### src/hw/rtl/ubt_pkg.sv
// ----------------------------------------------------------------------------
// ubt_pkg
// Shared types and constants for the unicode byte transcoder.
// ----------------------------------------------------------------------------
package ubt_pkg;

	typedef enum logic [1:0] {
		ENC_UTF8   = 2'd0,
		ENC_UTF16  = 2'd1,
		ENC_LATIN1 = 2'd2
	} enc_t;

	localparam int CFG_IDX_W  = 1;
	localparam int CFG_DATA_W = 2;

	localparam logic [CFG_IDX_W-1:0] CFG_SRC_ENC = 1'b0;
	localparam logic [CFG_IDX_W-1:0] CFG_TGT_ENC = 1'b1;

	localparam logic [CFG_DATA_W-1:0] CFG_ENC_UNUSED = 2'd3;

	localparam logic [15:0] HIGH_SURR_BASE = 16'hD800;
	localparam logic [15:0] HIGH_SURR_TOP  = 16'hDBFF;
	localparam logic [15:0] LOW_SURR_BASE  = 16'hDC00;
	localparam logic [15:0] LOW_SURR_TOP   = 16'hDFFF;
	localparam logic [20:0] SUPP_BASE      = 21'h10000;

	localparam logic [7:0] CONT_MASK  = 8'h3F;
	localparam logic [7:0] CONT_MARK  = 8'h80;
	localparam logic [7:0] LEAD2      = 8'hC0;
	localparam logic [7:0] LEAD3      = 8'hE0;
	localparam logic [7:0] LEAD4      = 8'hF0;
	localparam logic [7:0] SUBST_CHAR = 8'h3F;

	typedef struct packed {
		logic [3:0][7:0] bytes;
		logic [1:0]      last;
	} enc_out_t;

endpackage

### src/hw/rtl/ubt_encoder.sv
// ----------------------------------------------------------------------------
// ubt_encoder
// Turns one code point into up to four bytes of the target encoding.
// ----------------------------------------------------------------------------
module ubt_encoder import ubt_pkg::*; (
	input  enc_t        tgt,
	input  logic [20:0] cp,
	output enc_out_t    res
);

	logic [20:0] v;
	logic [15:0] hi;
	logic [15:0] lo;

	assign v  = cp - SUPP_BASE;
	assign hi = HIGH_SURR_BASE + {5'b0, v[20:10]};
	assign lo = LOW_SURR_BASE + {6'b0, v[9:0]};

	always_comb begin
		res = '0;
		case (tgt)
			ENC_UTF8: begin
				if (cp < 21'h80) begin
					res.bytes[0] = cp[7:0];
					res.last     = 2'd0;
				end else if (cp < 21'h800) begin
					res.bytes[0] = LEAD2 | {3'b0, cp[10:6]};
					res.bytes[1] = CONT_MARK | {2'b0, cp[5:0]};
					res.last     = 2'd1;
				end else if (cp < SUPP_BASE) begin
					res.bytes[0] = LEAD3 | {4'b0, cp[15:12]};
					res.bytes[1] = CONT_MARK | {2'b0, cp[11:6]};
					res.bytes[2] = CONT_MARK | {2'b0, cp[5:0]};
					res.last     = 2'd2;
				end else begin
					res.bytes[0] = LEAD4 | {5'b0, cp[20:18]};
					res.bytes[1] = CONT_MARK | {2'b0, cp[17:12]};
					res.bytes[2] = CONT_MARK | {2'b0, cp[11:6]};
					res.bytes[3] = CONT_MARK | {2'b0, cp[5:0]};
					res.last     = 2'd3;
				end
			end
			ENC_UTF16: begin
				if (cp < SUPP_BASE) begin
					res.bytes[0] = cp[7:0];
					res.bytes[1] = cp[15:8];
					res.last     = 2'd1;
				end else begin
					res.bytes[0] = hi[7:0];
					res.bytes[1] = hi[15:8];
					res.bytes[2] = lo[7:0];
					res.bytes[3] = lo[15:8];
					res.last     = 2'd3;
				end
			end
			default: begin
				res.bytes[0] = (cp < 21'h100) ? cp[7:0] : SUBST_CHAR;
				res.last     = 2'd0;
			end
		endcase
	end

endmodule

### config.mk
export PLATFORM = sky130hd
export DESIGN_NAME = ubt_encoder
export DESIGN_NICKNAME = d
export VERILOG_FILES = /design/src/hw/rtl/ubt_pkg.sv /design/src/hw/rtl/ubt_encoder.sv
export SDC_FILE = /design/constraint.sdc
export NUM_CORES = 1
export LEC_CHECK = 0
export BUFFER_PORTS_ARGS = -buffer_cell sky130_fd_sc_hd__buf_4
export CORE_ASPECT_RATIO = 1.2
export CORE_MARGIN = 1
export CORE_UTILIZATION = 51
export DETAILED_ROUTE_END_ITERATION = 10
export GPL_ROUTABILITY_DRIVEN = 0
export MAX_ROUTING_LAYER = met4
export PLACE_DENSITY = 0.9
export SLEW_MARGIN = 20
export SYNTH_ARGS = -nofsm -noshare
export SYNTH_HDL_FRONTEND = slang
export SYNTH_SLANG_ARGS = --single-unit
### constraint.sdc
create_clock -name vclk -period 3.17
set_input_delay 0 -clock vclk [all_inputs]
set_output_delay 0 -clock vclk [all_outputs]
set_load 0.05 [all_outputs]
==> out/results.tsv <==
metric	value	unit
outcome	finished clean	
area of the multi-input gates	923.4	um2
Mean Syn Cell Area	6.557	um2
# IOs	57	
Hold Path Origin	cp[6]	
Slew @ Worst Pin	0.8570	ns
postcts setup bufs	0	
global-route wire length before repair	6575	um
Logic pwr share	100.0	%
final period demand of the worst path	1.912	ns
final setup fails	0	
num rows	17	
PwrDens	206.3	nW/um2
Max-Cap Viols	0	
register share of total power	0	%
Yosys warnings	0	
# fillers	161	
Resize count post-CTS	0	
library cells used by synthesis	48	
post-route clock period utilization	60.32	%
Sw Ratio	68.25	%
WL final	4117	um
die outline width	43.15	um
Critical Path RT	3.17	ns
Vias/cell	7.369	
unrepaired setup endpoints after global routing	false	
# nets final	229	
IO buf count	57	
initial antenna violation count	0	
Peak Freq	0.5230	GHz
Initial Util	55.35	%
Setup CP Type	input port to output port	
layout clock buffer count	0	
initial DRC count	109	
GRT Residual Overflow	0	
leakage power total	0.5973	nW
number of global-route vias before repair	1475	
Synth-to-Final Area Change	37.08	%
GRT Total Usage	38.07	%
crit end category	output port	
drt drc	0	
share of layout cells above drive strength 1	33.99	%
final core utilization	75.87	%
DP HPWL	3060	um
Final ANT Viol Nets	0	
Seq/Total Area, Yosys	0	%
Die H	51.37	um
sink of the worst hold path	res[18]	
1st-pass router iterations	5	
largest net degree at the start of global routing	24	
Final Max Slew Viols	0	
sw power	200.0	uW
final hold vios	0	
CP arrival	1.91	ns
syn nets	182	
Pint	93.03	uW
worst hold path class	input port to output port	
power share of the clock group	0	%
Via Count	1636	
total core area	1872	um2
Rel. slew slack	42.86	%
Mapped Cells	158	
CP Max Fanout	9	
setup_tns	0	ns
worst hold stages	3	
Worst VDD drop	0.0001770	V
post-synth design cell area	1036	um2
routed len/inst	18.55	um
ant diodes	0	
register area	0	um2
Die ar.	2216	um2
startpoint class of the critical path	input port	
Seq Cell Count	0	
CTS Hold Bufs	0	
==> cells by family after synthesis <==
group	Yosys count	share of synthesized area, %
AOI/OAI and AO/OA	68	49.16
and+or+nand+nor	60	32.73
buffers and inverters	23	10.87
muxes	5	5.193
xor gates and xnor gates	1	0.8456
adders and majority gates	1	1.208
==> layout by cell type (no fill, tap or decap), types with 4 or more instances in the layout <==
cell	count
a32o_1	6
o21ai_0	9
nor2_1	18
nand2_1	8
o21a_1	4
inv_1	10
a31oi_1	6
buf_4	58
nand4_1	4
nor3_1	6
a221o_1	5
or3_1	5
a21oi_1	8
==> worst max path at each step <==
stage	start	to	slack (ns)	depth (start not counted)
4_1_cts	cp[17]	res[4]	1.31	6
5_1_grt	cp[17]	res[4]	1.17	6
3_3_place_gp	cp[17]	res[13]	1.34	6
6_report	cp[14]	res[4]	1.26	6
3_5_place_dp	cp[17]	res[4]	1.32	6
2_1_floorplan	cp[18]	res[12]	0.35	6
==> final cells by class <==
| class | instances | area share [%] |
|---|---|---|
| inverter | 10 | 2.643 |
| multi-input combinational | 135 | 65.02 |
| tap | 19 | 1.674 |
| timing repair buffer | 58 | 30.66 |
==> cells in the mapped netlist, types with 3 or more instances <==
| cell type | n | share of area, % |
|---|---|---|
| a31oi_1 | 6 | 3.6 |
| nand2_1 | 8 | 2.9 |
| a211oi_1 | 3 | 2.2 |
| o211ai_1 | 3 | 2.2 |
| mux2_2 | 3 | 3.3 |
| nor3_1 | 6 | 2.9 |
| nor4_1 | 3 | 1.8 |
| nand4_1 | 4 | 2.4 |
| a221o_1 | 5 | 4.8 |
| o31ai_1 | 3 | 2.2 |
| clkbuf_1 | 9 | 3.3 |
| o21ai_0 | 9 | 4.3 |
| a22oi_1 | 3 | 2.2 |
| o21a_1 | 4 | 2.9 |
| or3_1 | 5 | 3.0 |
| inv_1 | 10 | 3.6 |
| or4_1 | 3 | 2.2 |
| buf_6 | 3 | 3.3 |
| a21oi_1 | 8 | 3.9 |
| a221oi_1 | 3 | 2.5 |
| a32o_1 | 6 | 5.8 |
| nor2_1 | 18 | 6.5 |
| o221ai_1 | 3 | 2.5 |
==> routing by layer <==
metal | vias up | routed length (um) | global-route usage [%]
met5 | - | 0 | -
met4 | 0 | 159 | 15.66
met3 | 27 | 529 | 6.714
met2 | 153 | 1907 | 59.45
met1 | 721 | 1522 | 48.00
li1 | 735 | - | -
==> worst max-delay path: stages <==
cell and delay (ns):
buf_4 0.14, nor3_2 0.40, nand4_1 0.40, or3_1 0.48
a221o_1 0.30, buf_4 0.19
==> power groups by stage <==
stage	Sequential [mW]	Combinational, mW	Clock (mW)
2_1_floorplan	0	0.190	0
3_3_place_gp	0	0.285	0
3_5_place_dp	0	0.288	0
4_1_cts	0	0.289	0
5_1_grt	0	0.306	0
6_report	0	0.293	0
==> through the flow <==
step	total power [mW]	cell area [um2]	hold WS [ns]	setup slack (ns)	instances
after detailed placement	0.2884	1420	0.3937	1.321	222
after floorplan	0.1901	1036	0.2372	0.3539	158
after global placement	0.2855	1420	0.3918	1.337	222
final	0.2930	1420	0.3964	1.258	222
after global routing	0.3060	1420	0.4097	1.174	222
after CTS	0.2893	1420	0.3985	1.309	222
No activity file was read; power rests on OpenSTA's default activity.
